### config.mk
export PLATFORM = sky130hd
export DESIGN_NAME = utf8_stream_decoder_flat
export DESIGN_NICKNAME = d
export VERILOG_FILES = /design/src/rtl/u8sd_pkg.sv /design/src/rtl/u8sd_if.sv /design/src/rtl/utf8_stream_decoder.sv /design/src/rtl/u8sd_in_stage.sv /design/src/rtl/u8sd_decode.sv /design/src/rtl/u8sd_out_stage.sv /design/src/flat_wrapper.sv
export VERILOG_INCLUDE_DIRS = /design/src /design/src/rtl
export SDC_FILE = /design/constraint.sdc
export NUM_CORES = 1
export LEC_CHECK = 0
export BUFFER_PORTS_ARGS = -buffer_cell sky130_fd_sc_hd__buf_4
export CAP_MARGIN = 10
export CORE_MARGIN = 8
export CORE_UTILIZATION = 38
export CTS_BUF_LIST = sky130_fd_sc_hd__clkbuf_2 sky130_fd_sc_hd__clkbuf_4 sky130_fd_sc_hd__clkbuf_8
export DETAILED_ROUTE_END_ITERATION = 16
export GPL_TIMING_DRIVEN = 0
export MAX_ROUTING_LAYER = met4
export PLACE_DENSITY = 0.71
export SYNTH_ARGS = -nofsm -noshare
export SYNTH_HDL_FRONTEND = slang
export SYNTH_HIERARCHICAL = 1
export SYNTH_SLANG_ARGS = --single-unit
### constraint.sdc
create_clock -name clk -period 2.67 [get_ports clk]
set_input_delay 0.4005 -clock clk [delete_from_list [all_inputs] [get_ports clk]]
set_output_delay 0.4005 -clock clk [all_outputs]
set_load 0.02 [all_outputs]
### src/rtl/assert_macros.svh
// ----------------------------------------------------------------------------
// Assertion macros
// Shared concurrent assertion forms, clocked on clk and held off during reset.
// ----------------------------------------------------------------------------
`ifndef ASSERT_MACROS_SVH
`define ASSERT_MACROS_SVH

// A property that must hold at every clock edge out of reset.
`define U8SD_ASSERT(lbl, prop, msg) \
  lbl: assert property (@(posedge clk) disable iff (!rst_n) (prop)) else $error(msg);

// A condition that must hold in the cycle after the trigger.
`define U8SD_ASSERT_NEXT(lbl, trig, cons, msg) \
  lbl: assert property (@(posedge clk) disable iff (!rst_n) (trig) |=> (cons)) \
    else $error(msg);

`endif

### src/rtl/u8sd_pkg.sv
// ----------------------------------------------------------------------------
// UTF-8 stream decoder package
// Word and result types and the decoding constants of the block.
// ----------------------------------------------------------------------------
package u8sd_pkg;

  // One input word: a raw byte and its end-of-string mark.
  typedef struct packed {
    logic [7:0] data_byte;
    logic       end_of_string;
  } in_word_t;

  // Contents of the input register.
  typedef struct packed {
    logic     valid;
    in_word_t word;
  } stage_t;

  // One decoded result.
  typedef struct packed {
    logic [31:0] code_point;
    logic [2:0]  seq_length;
    logic        printable;
  } result_t;

  // Decoder to output register: a result and whether one is produced.
  typedef struct packed {
    logic    valid;
    result_t res;
  } dec_t;

  localparam logic [31:0] ERR_CODE   = 32'hFFFF_FFFF;
  localparam logic [2:0]  LEN_ERR    = 3'd0;
  localparam logic [2:0]  LEN_ONE    = 3'd1;
  localparam logic [3:0]  LEAD_MIN   = 4'd2;
  localparam logic [3:0]  LEAD_MAX   = 4'd6;
  localparam logic [1:0]  CONT_TAG   = 2'b10;

  // Largest value that each shorter form can carry.
  localparam logic [31:0] MAX_1B     = 32'h0000_007F;
  localparam logic [31:0] MAX_2B     = 32'h0000_07FF;
  localparam logic [31:0] MAX_3B     = 32'h0000_FFFF;
  localparam logic [31:0] MAX_4B     = 32'h001F_FFFF;
  localparam logic [31:0] MAX_5B     = 32'h03FF_FFFF;

  localparam logic [31:0] SURR_LO    = 32'h0000_D800;
  localparam logic [31:0] SURR_HI    = 32'h0000_DFFF;
  localparam logic [31:0] CTRL_MAX   = 32'h0000_001F;
  localparam logic [31:0] CTRL2_LO   = 32'h0000_007F;
  localparam logic [31:0] CTRL2_HI   = 32'h0000_009F;

endpackage

### src/rtl/u8sd_if.sv
// ----------------------------------------------------------------------------
// UTF-8 stream decoder channels
// Valid/ready channel interfaces for input bytes and decoded results.
// ----------------------------------------------------------------------------

// Input byte channel.
interface u8sd_in_if;
  logic       valid;
  logic       ready;
  logic [7:0] data_byte;
  logic       end_of_string;

  modport source (output valid, output data_byte, output end_of_string, input ready);
  modport sink   (input valid, input data_byte, input end_of_string, output ready);
endinterface

// Decoded result channel.
interface u8sd_out_if;
  logic        valid;
  logic        ready;
  logic [31:0] code_point;
  logic [2:0]  seq_length;
  logic        printable;

  modport source (output valid, output code_point, output seq_length, output printable,
                  input ready);
  modport sink   (input valid, input code_point, input seq_length, input printable,
                  output ready);
endinterface

### src/rtl/utf8_stream_decoder.sv
// ----------------------------------------------------------------------------
// UTF-8 stream decoder
// Decodes a byte stream of original UTF-8, sequences of one to six bytes.
//
//   Channel  Direction  Word contents
//   in_word  sink       data_byte[7:0], end_of_string
//   out_word source     code_point[31:0], seq_length[2:0], printable
//
// One byte word is accepted every cycle while the result side keeps up.
// A result word is presented after its final byte is accepted: the byte is
// held in the input register, then the decoded result is loaded into the
// output register, which presents it until it is taken.
// A stalled output register holds the decoder and then the input register.
// Reset (rst_n low, synchronous) empties both registers and idles the decoder.
// ----------------------------------------------------------------------------
`include "assert_macros.svh"

module utf8_stream_decoder (
  input  logic        clk,
  input  logic        rst_n,
  u8sd_in_if.sink     in_word,
  u8sd_out_if.source  out_word
);

  u8sd_pkg::stage_t stage;
  u8sd_pkg::dec_t   dec;
  logic             out_free;
  logic             advance;

  logic             out_is_err;
  logic             out_is_one;
  logic             err_shape_ok;
  logic             one_range_ok;
  logic             stage_stall;

  // The decoder consumes a byte when one is held and the result side has room.
  assign advance = stage.valid && out_free;

  u8sd_in_stage u_in_stage (
    .clk     (clk),
    .rst_n   (rst_n),
    .in_word (in_word),
    .advance (advance),
    .stage   (stage)
  );

  u8sd_decode u_decode (
    .clk     (clk),
    .rst_n   (rst_n),
    .stage   (stage),
    .advance (advance),
    .dec     (dec)
  );

  u8sd_out_stage u_out_stage (
    .clk      (clk),
    .rst_n    (rst_n),
    .dec      (dec),
    .out_free (out_free),
    .out_word (out_word)
  );

  // Shape of the presented result word and the input register stall.
  assign out_is_err   = out_word.valid && (out_word.seq_length == u8sd_pkg::LEN_ERR);
  assign out_is_one   = out_word.valid && (out_word.seq_length == u8sd_pkg::LEN_ONE);
  assign err_shape_ok = (out_word.code_point == u8sd_pkg::ERR_CODE) && !out_word.printable;
  assign one_range_ok = out_word.code_point <= u8sd_pkg::MAX_1B;
  assign stage_stall  = stage.valid && !advance;

  // Checks.
  `U8SD_ASSERT(a_err_shape, out_is_err |-> err_shape_ok, "error result not all ones")
  `U8SD_ASSERT(a_one_byte, out_is_one |-> one_range_ok, "one-byte result out of range")
  `U8SD_ASSERT(a_no_drop, dec.valid |-> out_free, "result produced without room")
  `U8SD_ASSERT_NEXT(a_stage_hold, stage_stall, stage.valid && $stable(stage.word), "held byte lost")

endmodule

### src/rtl/u8sd_in_stage.sv
// ----------------------------------------------------------------------------
// UTF-8 stream decoder input register
// Captures one word per cycle and holds it until the decoder takes it.
// ----------------------------------------------------------------------------
module u8sd_in_stage (
  input  logic              clk,
  input  logic              rst_n,
  u8sd_in_if.sink           in_word,
  input  logic              advance,
  output u8sd_pkg::stage_t  stage
);

  logic               valid_r;
  logic               valid_nxt;
  u8sd_pkg::in_word_t word_r;
  logic               take;

  // The register frees up in the same cycle that the decoder consumes it.
  assign in_word.ready = !valid_r || advance;
  assign take          = in_word.valid && in_word.ready;

  always_comb begin
    valid_nxt = valid_r;
    if (take) begin
      valid_nxt = 1'b1;
    end else if (advance) begin
      valid_nxt = 1'b0;
    end
  end

  // Valid flag.
  always_ff @(posedge clk) begin
    if (!rst_n) begin
      valid_r <= 1'b0;
    end else begin
      valid_r <= valid_nxt;
    end
  end

  // Payload needs no reset.
  always_ff @(posedge clk) begin
    if (take) begin
      word_r.data_byte     <= in_word.data_byte;
      word_r.end_of_string <= in_word.end_of_string;
    end
  end

  assign stage.valid = valid_r;
  assign stage.word  = word_r;

endmodule

### src/rtl/u8sd_decode.sv
// ----------------------------------------------------------------------------
// UTF-8 stream decoder core
// Sequence state and the per-byte decode, check and result logic.
// ----------------------------------------------------------------------------
module u8sd_decode (
  input  logic              clk,
  input  logic              rst_n,
  input  u8sd_pkg::stage_t  stage,
  input  logic              advance,
  output u8sd_pkg::dec_t    dec
);

  logic [2:0]  rem_r, rem_nxt;
  logic [2:0]  tot_r, tot_nxt;
  logic [30:0] acc_r, acc_nxt;

  logic [7:0]  b;
  logic        last;
  logic [3:0]  lead_ones;
  logic [7:0]  lead_mask;
  logic [30:0] acc_cont;
  logic [2:0]  rem_dec;
  logic [31:0] ch;
  logic        bad;
  logic        emit;
  logic        fail;
  logic [31:0] cp;
  logic [2:0]  len;

  assign b    = stage.word.data_byte;
  assign last = stage.word.end_of_string;

  // Count of leading ones of the byte.
  always_comb begin
    priority casez (b)
      8'b0???????: lead_ones = 4'd0;
      8'b10??????: lead_ones = 4'd1;
      8'b110?????: lead_ones = 4'd2;
      8'b1110????: lead_ones = 4'd3;
      8'b11110???: lead_ones = 4'd4;
      8'b111110??: lead_ones = 4'd5;
      8'b1111110?: lead_ones = 4'd6;
      8'b11111110: lead_ones = 4'd7;
      default:     lead_ones = 4'd8;
    endcase
  end

  // Value bits carried by a lead byte.
  always_comb begin
    unique case (lead_ones)
      4'd2:    lead_mask = 8'h1F;
      4'd3:    lead_mask = 8'h0F;
      4'd4:    lead_mask = 8'h07;
      4'd5:    lead_mask = 8'h03;
      4'd6:    lead_mask = 8'h01;
      default: lead_mask = 8'h00;
    endcase
  end

  // Continuation step and the final value checks.
  assign acc_cont = {acc_r[24:0], b[5:0]};
  assign rem_dec  = rem_r - 3'd1;
  assign ch       = {1'b0, acc_cont};
  assign bad = (ch <= u8sd_pkg::MAX_1B && tot_r > 3'd1)
            || (ch <= u8sd_pkg::MAX_2B && tot_r > 3'd2)
            || (ch <= u8sd_pkg::MAX_3B && tot_r > 3'd3)
            || (ch <= u8sd_pkg::MAX_4B && tot_r > 3'd4)
            || (ch <= u8sd_pkg::MAX_5B && tot_r > 3'd5)
            || (ch >= u8sd_pkg::SURR_LO && ch <= u8sd_pkg::SURR_HI);

  // Next state and result for the byte in the input register.
  always_comb begin
    rem_nxt = rem_r;
    tot_nxt = tot_r;
    acc_nxt = acc_r;
    emit    = 1'b0;
    fail    = 1'b0;
    cp      = u8sd_pkg::ERR_CODE;
    len     = u8sd_pkg::LEN_ERR;
    if (rem_r == 3'd0) begin
      if (!b[7]) begin
        emit = 1'b1;
        cp   = {24'd0, b};
        len  = u8sd_pkg::LEN_ONE;
      end else if (lead_ones < u8sd_pkg::LEAD_MIN || lead_ones > u8sd_pkg::LEAD_MAX
                   || last) begin
        fail = 1'b1;
      end else begin
        acc_nxt = {23'd0, b & lead_mask};
        tot_nxt = lead_ones[2:0];
        rem_nxt = lead_ones[2:0] - 3'd1;
      end
    end else if (b[7:6] != u8sd_pkg::CONT_TAG) begin
      fail = 1'b1;
    end else if (rem_dec == 3'd0) begin
      if (bad) begin
        fail = 1'b1;
      end else begin
        emit    = 1'b1;
        cp      = ch;
        len     = tot_r;
        rem_nxt = 3'd0;
        tot_nxt = 3'd0;
        acc_nxt = 31'd0;
      end
    end else if (last) begin
      fail = 1'b1;
    end else begin
      acc_nxt = acc_cont;
      rem_nxt = rem_dec;
    end

    // Any error returns the sequence state to idle.
    if (fail) begin
      emit    = 1'b1;
      rem_nxt = 3'd0;
      tot_nxt = 3'd0;
      acc_nxt = 31'd0;
    end
  end

  // Sequence state advances only when the word is consumed.
  always_ff @(posedge clk) begin
    if (!rst_n) begin
      rem_r <= 3'd0;
      tot_r <= 3'd0;
      acc_r <= 31'd0;
    end else if (advance) begin
      rem_r <= rem_nxt;
      tot_r <= tot_nxt;
      acc_r <= acc_nxt;
    end
  end

  assign dec.valid          = advance && emit;
  assign dec.res.code_point = cp;
  assign dec.res.seq_length = len;
  assign dec.res.printable  = (len != u8sd_pkg::LEN_ERR) && (cp > u8sd_pkg::CTRL_MAX)
                            && !(cp >= u8sd_pkg::CTRL2_LO && cp <= u8sd_pkg::CTRL2_HI);

endmodule

### src/rtl/u8sd_out_stage.sv
// ----------------------------------------------------------------------------
// UTF-8 stream decoder output register
// Holds one result word until the sink takes it.
// ----------------------------------------------------------------------------
module u8sd_out_stage (
  input  logic             clk,
  input  logic             rst_n,
  input  u8sd_pkg::dec_t   dec,
  output logic             out_free,
  u8sd_out_if.source       out_word
);

  logic              valid_r;
  u8sd_pkg::result_t res_r;

  // Room for a new result when empty or when the held one leaves now.
  assign out_free = !valid_r || out_word.ready;

  always_ff @(posedge clk) begin
    if (!rst_n) begin
      valid_r <= 1'b0;
    end else if (out_free) begin
      valid_r <= dec.valid;
    end
  end

  // Result payload.
  always_ff @(posedge clk) begin
    if (out_free && dec.valid) begin
      res_r <= dec.res;
    end
  end

  assign out_word.valid      = valid_r;
  assign out_word.code_point = res_r.code_point;
  assign out_word.seq_length = res_r.seq_length;
  assign out_word.printable  = res_r.printable;

endmodule

### src/flat_wrapper.sv
// flat-port wrapper written by rule: the top's interface ports become plain ports
module utf8_stream_decoder_flat 
  (clk, rst_n, in_word_valid, in_word_data_byte, in_word_end_of_string, in_word_ready, out_word_valid, out_word_code_point, out_word_seq_length, out_word_printable, out_word_ready);
  u8sd_in_if in_word_i ();
  u8sd_out_if out_word_i ();
  input  logic clk;
  input  logic rst_n;
  input wire logic [$bits(in_word_i.valid)-1:0] in_word_valid;
  input wire logic [$bits(in_word_i.data_byte)-1:0] in_word_data_byte;
  input wire logic [$bits(in_word_i.end_of_string)-1:0] in_word_end_of_string;
  output wire logic [$bits(in_word_i.ready)-1:0] in_word_ready;
  output wire logic [$bits(out_word_i.valid)-1:0] out_word_valid;
  output wire logic [$bits(out_word_i.code_point)-1:0] out_word_code_point;
  output wire logic [$bits(out_word_i.seq_length)-1:0] out_word_seq_length;
  output wire logic [$bits(out_word_i.printable)-1:0] out_word_printable;
  input wire logic [$bits(out_word_i.ready)-1:0] out_word_ready;
  assign in_word_i.valid = in_word_valid;
  assign in_word_i.data_byte = in_word_data_byte;
  assign in_word_i.end_of_string = in_word_end_of_string;
  assign in_word_ready = in_word_i.ready;
  assign out_word_valid = out_word_i.valid;
  assign out_word_code_point = out_word_i.code_point;
  assign out_word_seq_length = out_word_i.seq_length;
  assign out_word_printable = out_word_i.printable;
  assign out_word_i.ready = out_word_ready;
  utf8_stream_decoder u_core (.clk(clk), .rst_n(rst_n), .in_word(in_word_i), .out_word(out_word_i));
endmodule
==> results of run 1 <==
## cell usage in the layout, fill, tap and decap left out, types with 4 or more instances in the layout
cell type  netlist  final
nand4_1          4      4
clkbuf_8         0      9
inv_1           17     17
buf_4            3     57
nor2_1          76     76
dfxtp_1         33     29
nor3_1           4      4
nor2b_1          4      4
ha_1             8      8
o21ai_0          5      5
clkbuf_1        11      9
nand2_1         21     21
o31ai_1          6      6
nand2b_1         4      4
edfxtp_1        45     45
a21oi_1          9      7
a22oi_1         20     20
## per-layer routing
metal	vias to the layer above	share of wire, %
li1	1307	-
met5	-	0
met3	13	7.5
met4	0	2.2
met1	1260	43
met2	128	47
## registers in the layout, indices dropped and copies added (netlist names), 3 cells and up
register,cells
u_core/u_decode/rem_r,3
u_core/u_decode/acc_r,25
u_core/u_out_stage/out_word.code_point,32
u_core/u_out_stage/out_word.seq_length,3
u_core/u_in_stage/stage,9
u_core/u_decode/tot_r,3
## area by class of cell
class,instances,area [um2],share of cell area [%]
flip-flops and latches,78,2020,47.3
multi-input cells,218,1340,31.3
repair buffers,57,425,9.96
clock buffers,11,139,3.25
well taps,108,135,3.16
plain buffers,14,76.3,1.79
clock inverters,4,75.1,1.76
inverters,17,63.8,1.49
## how the worst max path moves through the flow
| stage | startpoint | end | slack, ps | cells after the start |
|---|---|---|---|---|
| after floorplan | u_core/u_decode/acc_r[16]$_SDFFE_PN0P_ | u_core/u_decode/rem_r[2]$_SDFFE_PN0P_ | 150 | 6 |
| after global placement | u_core/u_decode/acc_r[16]$_SDFFE_PN0P_ | u_core/u_decode/rem_r[0]$_SDFFE_PN0P_ | -40 | 7 |
| after detailed placement | u_core/u_decode/acc_r[16]$_SDFFE_PN0P_ | u_core/u_out_stage/out_word.printable$_DFFE_PP_ | -50 | 7 |
| after CTS | u_core/u_decode/acc_r[16]$_SDFFE_PN0P_ | u_core/u_out_stage/out_word.printable$_DFFE_PP_ | 6 | 6 |
| after global routing | u_core/u_decode/acc_r[14]$_SDFFE_PN0P_ | u_core/u_decode/rem_r[0]$_SDFFE_PN0P_ | -60 | 7 |
| final | u_core/u_decode/acc_r[14]$_SDFFE_PN0P_ | u_core/u_decode/rem_r[0]$_SDFFE_PN0P_ | 20 | 7 |
## worst max-delay path, stage by stage (launching register included)
cell      delay, ps
dfxtp_2         350
or4_1           490
or4_4           560
a2111o_1        440
a32oi_4         320
or2_1           160
buf_6           120
o32ai_1          80
## kinds of logic (layout without fill, tap and decap cells)
kind of cell,count (synthesis),count (layout),synth area share (%)
AOI/OAI and AO/OA,68,68,15.0
adders and majority gates,8,8,2.91
buffers and inverters,33,103,4.00
DFF,78,78,58.4
muxes,1,1,0.291
and+or+nand+nor,140,141,19.3
## through the flow
step	setup WS [ps]	power [mW]	hold slack [ps]	setup TNS, ps
3_3_place_gp	-43.8	1.66	472	-197
4_1_cts	6.26	2.61	203	0
5_1_grt	-56.1	2.69	213	-418
3_5_place_dp	-49.2	1.67	487	-280
2_1_floorplan	150	1.55	446	0
6_report	23.1	2.60	220	0
## report_power, final
part	internal, mW	leakage (nW)	switching [mW]
combinational	0.110	0.890	0.178
sequential	1.33	0.688	0.0253
clock	0.542	0.102	0.412
## timing repair
| action | CTS | global route |
|---|---|---|
| cloned | 0 | 2 |
| setup buffers | 0 | 6 |
| gates resized for setup | 2 | 15 |
| pin swaps | 3 | 9 |
| endpoints found under the setup margin | 11 | 49 |
==> summary.md, run 1 <==
| Metric | Value |
|---|---|
| Synth async-reset ratio | `0%` |
| Hold Startpoint | `in_word_data_byte[6]` |
| Final hold vios | `0` |
| Initial antenna violation count | `0` |
| Busiest layer in global routing | `met2` |
| CTS buffer count | `9` |
| Gr ovfl total | `0` |
| Die Area | `12,400 um2` |
| Layout area overhead | `24.1%` |
| Ranking of synthesized cells by area | `edfxtp_1, dfxtp_1, nor2_1, a22oi_1, ha_1` |
| DRT Pass-1 Iters | `5` |
| Num rows | `34` |
| Post-DRT Antenna Nets | `0` |
| Most frequent cells after synthesis | `nor2_1, edfxtp_1, dfxtp_1` |
| NumNets Final | `416` |
| Clk slew on worst S/H paths | `80 ps` |
| Core ar. | `8760 um2` |
| Top-count cell post-synth | `nor2_1` |
| Routability Congestion | `0.968` |
| Seq/Total Area, Yosys | `58.4%` |
| Hold WC Path Type | `primary input to flop` |
| Vias in the first global route | `2,605` |
| Root buffer cell | `clkbuf_8` |
| WHS Path Cells | `1` |
| Worst-Skew Late Latency | `350 ps` |
| PortBufs | `50` |
| Fillers | `782` |
| Period utilization | `99.1%` |
| Crit path DAT | `2870 ps` |
| Met3 usage | `2.98%` |
| Worst clock skew | `11.0 ps` |
| #FFs+latches synth | `78` |
| Initial DRC Count | `244` |
| Drt wl/cell | `15.8 um` |
| Outcome | `complete, no violations` |
| Final core utilization | `48.8%` |
| Pin count of the biggest net entering global routing | `37` |
| Die width | `111 um` |
| Slew Limit Fails | `0` |
| Reg-to-Reg Start | `u_core/u_decode/acc_r[14]$_SDFFE_PN0P_` |
| Worst Tran Pin Value | `505 ps` |
| Io pins | `51` |
| Antenna diodes | `0` |
| Die Height | `111 um` |
| Peak VDD IR | `0.291 mV` |
| Initial Util | `39.3%` |
| Worst Reg-to-Reg Cells | `7` |
| Final min period | `2650 ps` |
| Syn_nets | `349` |
| Max clock buf depth | `2` |
| Post-DP Area | `3950 um2` |
| Fin cells | `507` |
| Final HPWL DP | `5.59 mm` |
| Pleak | `1.68 nW` |
| Worst setup EP type | `flop` |
| Slew margin rel. | `66.0%` |
| Maxcap violations | `0` |
| Post-synth top area share | `39.2%` |
| GRT Util Overall | `12.9%` |
| Via density | `5.34` |
| Met2 GRT Util | `20.1%` |
| Area leader, netlist | `edfxtp_1` |
| Endpoint of the worst-slack reg-to-reg timing path | `u_core/u_decode/rem_r[0]$_SDFFE_PN0P_` |
| CP max FO | `6` |
| Reg-to-reg slack, setup | `20 ps` |
| Vias post-DR | `2,708` |
| First-pass GRT wire length | `12.7 mm` |
| Synth Warn # | `6` |
| RSZ-0062 raised after global routing | `yes` |
| Post-synth EDFFs | `45` |
| Fmax | `378 MHz` |
| CTS tree | `yes` |
| Distinct cells, synth | `53` |
| Final setup fails | `0` |
| Drt total wl | `8.00 mm` |
| Drc violations | `0` |
| Worst path required time | `2900 ps` |
| Top FF cell, synth | `edfxtp_1` |
| # hold bufs at CTS | `0` |
| Setup CP Type | `flop to flop` |
| Post-synthesis cell area | `3440 um2` |
| Pwr dens | `608 nW/um2` |
| H-tree Lvls | `3` |
| Avg Cell Area, Syn | `10.5 um2` |
| WHS Endpoint | `u_core/u_in_stage/stage[7]$_DFFE_PP_` |
| Synth Instances | `328` |
| Startpoint Class | `flop` |
| Clk sinks | `78` |
| Final Instance Area | `4270 um2` |
| Placed cells | `486` |
| Met1 GRT Util | `14.8%` |
| Layout cells sized above 1 | `24.8%` |
(Power assumes the default switching activity.)
==> run 2: changes to the inputs <==
--- a/config.mk
+++ b/config.mk
@@ -6,6 +6,7 @@
 export SDC_FILE = /design/constraint.sdc
 export NUM_CORES = 1
 export LEC_CHECK = 0
+export ABC_AREA = 1
 export BUFFER_PORTS_ARGS = -buffer_cell sky130_fd_sc_hd__buf_4
 export CAP_MARGIN = 10
 export CORE_MARGIN = 8
==> run 2 against run 1 <==
  * Total power is 14% higher
  * Maximum frequency is 4.9% higher
  * Final cell count is 26% higher
  * Final area is 6.6% higher
  * Setup slack better by 120 ps
  * Non-clock buffer count is 1 lower
  * Wire length is 9.4% higher
  * First-iteration DRC count is 36% higher
  * Worst hold slack worse by 4.2 ps
  * Sequential share of layout area is 3.1 points lower
  * Critical path depth is 6 higher
  * Clock power is 9.1% lower
  * Largest cell class unchanged
  * Highest routed layer unchanged
==> summary.md, run 2 <==
| Metric | Value |
|---|---|
| Fillers | `927 (was 782)` |
| Synth Instances | `436 (was 328)` |
| Ranking of synthesized cells by area | `edfxtp_1, dfxtp_1, nand2_1, o21ai_0, inv_1 (was edfxtp_1, dfxtp_1, nor2_1, a22oi_1, ha_1)` |
| Top-count cell post-synth | `nand2_1 (was nor2_1)` |
| Drt wl/cell | `13.7 um (was 15.8 um)` |
| Most frequent cells in the layout | `nand2_1, buf_4, inv_1 (was nor2_1, buf_4, edfxtp_1)` |
| Crit path launch | `u_core/u_in_stage/stage[5]$_DFFE_PP_ (was u_core/u_decode/acc_r[14]$_SDFFE_PN0P_)` |
| First-pass GRT wire length | `14.4 mm (was 12.7 mm)` |
| Worst-Skew Late Latency | `360 ps (was 350 ps)` |
| Slew Limit Fails | `0 (unchanged)` |
| NumNets Final | `521 (was 416)` |
| Crit path DAT | `2760 ps (was 2870 ps)` |
| Seq/Total Area, Yosys | `53.7% (was 58.4%)` |
| GRT Util Overall | `14.4% (was 12.9%)` |
| Top FF cell, synth | `edfxtp_1 (unchanged)` |
| Comb pwr share | `20.9% (was 11.1%)` |
| Post-synth top area share | `36.1% (was 39.2%)` |
| Avg Cell Area, Syn | `8.59 um2 (was 10.5 um2)` |
| Worst path required time | `2900 ps (about the same)` |
| Vias in the first global route | `3,041 (was 2,605)` |
| Synth Warn # | `6 (unchanged)` |
| Core ar. | `9680 um2 (was 8760 um2)` |
| PortBufs | `50 (unchanged)` |
| Final min period | `2520 ps (was 2650 ps)` |
| Post-synth EDFFs | `45 (unchanged)` |
| Period utilization | `94.5% (was 99.1%)` |
| Max clock buf depth | `2 (unchanged)` |
| Layout area overhead | `21.6% (was 24.1%)` |
| Post-DRT Antenna Nets | `0 (unchanged)` |
| Die Area | `13,300 um2 (was 12,400 um2)` |
| Final HPWL DP | `6.51 mm (was 5.59 mm)` |
| Vias post-DR | `3,127 (was 2,708)` |
| Antenna diodes | `0 (unchanged)` |
| CTS tree | `yes (unchanged)` |
| Clk slew on worst S/H paths | `70 ps (was 80 ps)` |
| Via density | `4.90 (was 5.34)` |
| Area leader, netlist | `edfxtp_1 (unchanged)` |
| Post-synthesis cell area | `3740 um2 (was 3440 um2)` |
| Hold WC Path Type | `primary input to flop (unchanged)` |
| Worst Tran Pin Value | `858 ps (was 505 ps)` |
| H-tree Lvls | `3 (unchanged)` |
| Final hold vios | `0 (unchanged)` |
| Pleak | `1.81 nW (was 1.68 nW)` |
| Pin count of the biggest net entering global routing | `19 (was 37)` |
| Worst clock skew | `11.2 ps (was 11.0 ps)` |
| Commonest non-fill, non-tap cell in the layout | `nand2_1 (was nor2_1)` |
| Worst setup EP type | `flop (unchanged)` |
| Drc violations | `0 (unchanged)` |
| DRT Pass-1 Iters | `5 (unchanged)` |
| Initial antenna violation count | `0 (unchanged)` |
| Die Height | `115 um (was 111 um)` |
| Clock group share of total power | `29.4% (was 36.7%)` |
| Internal power | `2.08 mW (was 1.98 mW)` |
| Distinct cells, synth | `36 (was 53)` |
| CP max FO | `5 (was 6)` |
| #FFs+latches synth | `78 (unchanged)` |
| Seq pwr share | `49.7% (was 52.2%)` |
| Fmax | `396 MHz (was 378 MHz)` |
| Gr ovfl total | `0 (unchanged)` |
| Die width | `115 um (was 111 um)` |
| Layout cells sized above 1 | `19.6% (was 24.8%)` |
| Power Total | `2.96 mW (was 2.60 mW)` |
| Io pins | `51 (unchanged)` |
| Final core utilization | `47.0% (was 48.8%)` |
| Peak VDD IR | `0.247 mV (was 0.291 mV)` |
| Pwr dens | `649 nW/um2 (was 608 nW/um2)` |
| Sw Ratio | `29.7% (was 23.7%)` |
| Most frequent cells after synthesis | `nand2_1, inv_1, o21ai_0 (was nor2_1, edfxtp_1, dfxtp_1)` |
| Maxcap violations | `0 (unchanged)` |
| Slew margin rel. | `42.8% (was 66.0%)` |
| Hold Startpoint | `in_word_data_byte[5] (was in_word_data_byte[6])` |
| Startpoint Class | `flop (unchanged)` |
| Switching power | `0.879 mW (was 0.616 mW)` |
| Reg-to-reg slack, setup | `150 ps (was 20 ps)` |
| Reg-to-Reg Start | `u_core/u_in_stage/stage[5]$_DFFE_PP_ (was u_core/u_decode/acc_r[14]$_SDFFE_PN0P_)` |
| Clk sinks | `78 (unchanged)` |
| Synth async-reset ratio | `0% (unchanged)` |
| Largest register FFs | `32 (unchanged)` |
| Initial Util | `38.7% (was 39.3%)` |
| Final setup fails | `0 (unchanged)` |
| CTS buffer count | `9 (unchanged)` |
| Drt total wl | `8.75 mm (was 8.00 mm)` |
| RSZ-0062 raised after global routing | `no (was yes)` |
| Syn_nets | `457 (was 349)` |
| Setup CP Type | `flop to flop (unchanged)` |
| Outcome | `complete, no violations (unchanged)` |
| Num rows | `36 (was 34)` |
| Initial DRC Count | `332 (was 244)` |
| Reg with most FFs | `u_core/u_out_stage/out_word.code_point (unchanged)` |
| Root buffer cell | `clkbuf_8 (unchanged)` |
| Routability Congestion | `0.893 (was 0.968)` |
==> run 2: cell count changes in the layout (fill, tap and decap cells not counted), moves of 17 or more <==
cell     delta
nand3_1    +17
a21oi_1    +29
o21ai_0    +42
nand2_1    +67
inv_1      +35
a22oi_1    -20
nor2_1     -41
==> run 2: logic make-up after synthesis <==
| kind of cell | share of synthesized area [%] |
|---|---|
| AO/OA/AOI/OAI | 14.0 |
| adder cells (fa/ha/maj) | 2.67 |
| flip-flops | 53.7 |
| buffers and inverters | 8.22 |
| XOR/XNOR | 0.234 |
| AND/OR/NAND/NOR | 21.2 |
==> run 2: layout make-up <==
cell class | instances | area, um2 | area share, %
flip-flops and latches | 78 | 2010 | 44.2
multi-input cells | 282 | 1460 | 32.0
repair buffers | 52 | 415 | 9.12
inverters | 59 | 221 | 4.86
well taps | 133 | 166 | 3.65
clock buffers | 11 | 145 | 3.19
plain buffers | 18 | 86.3 | 1.90
clock inverters | 5 | 48.8 | 1.07
==> run 2: power groups by stage <==
stage | sequential (mW) | combinational, mW | clock, mW
5_1_grt | 1.48 | 0.695 | 0.926
3_5_place_dp | 1.50 | 0.598 | 0
6_report | 1.47 | 0.618 | 0.868
4_1_cts | 1.47 | 0.607 | 0.882
2_1_floorplan | 1.53 | 0.364 | 0
3_3_place_gp | 1.49 | 0.584 | 0
==> run 2: metrics by stage <==
stage / setup slack [ps] / cells / hold WS [ps] / TNS [ps] / instance area (um2)
2_1_floorplan: 308 / 436 / 449 / 0 / 3760
3_3_place_gp: -30.4 / 619 / 474 / -982 / 4300
3_5_place_dp: -123 / 619 / 479 / -4310 / 4300
4_1_cts: 1.11 / 636 / 200 / 0 / 4510
5_1_grt: 19.0 / 638 / 202 / 0 / 4550
6_report: 146 / 638 / 216 / 0 / 4550
==> run 2: routing by layer <==
metal  up-vias  share of wire (%)  routed length (um)  global-route usage, %
li1       1582                  -                   -                      -
met1      1430                 43                3760                   16.2
met2        95                 47                4120                   22.6
met3        20                6.4                 557                   3.57
met4         0                3.6                 316                   9.11
met5         -                  0                   0                      -
==> run 2: critical path: stages, from the launching register on <==
cell and delay [ps]:
edfxtp_1 500, nand2_2 180, nor2_1 90, nand4_1 130, nand2_1 90, a21oi_2 180
inv_1 110, ha_1 230, o21ai_1 190, inv_1 50, o21ai_0 200, nand3_1 120
o211ai_1 250, a21oi_1 90
==> run 2: worst paths after layout <==
kind                                      endpoint  depth (start not counted)
max          u_core/u_decode/acc_r[0]$_SDFFE_PN0P_                         13
min           u_core/u_in_stage/stage[6]$_DFFE_PP_                          1
max reg2reg  u_core/u_decode/acc_r[0]$_SDFFE_PN0P_                         13
min reg2reg  u_core/u_decode/acc_r[6]$_SDFFE_PN0P_                          2
==> run 2: timing repair <==
item	4_1_cts	5_1_grt
resized for setup	1	3
cloned	1	0
endpoints found under the setup margin	36	39
hold buffers	0	0
setup buffers	0	2
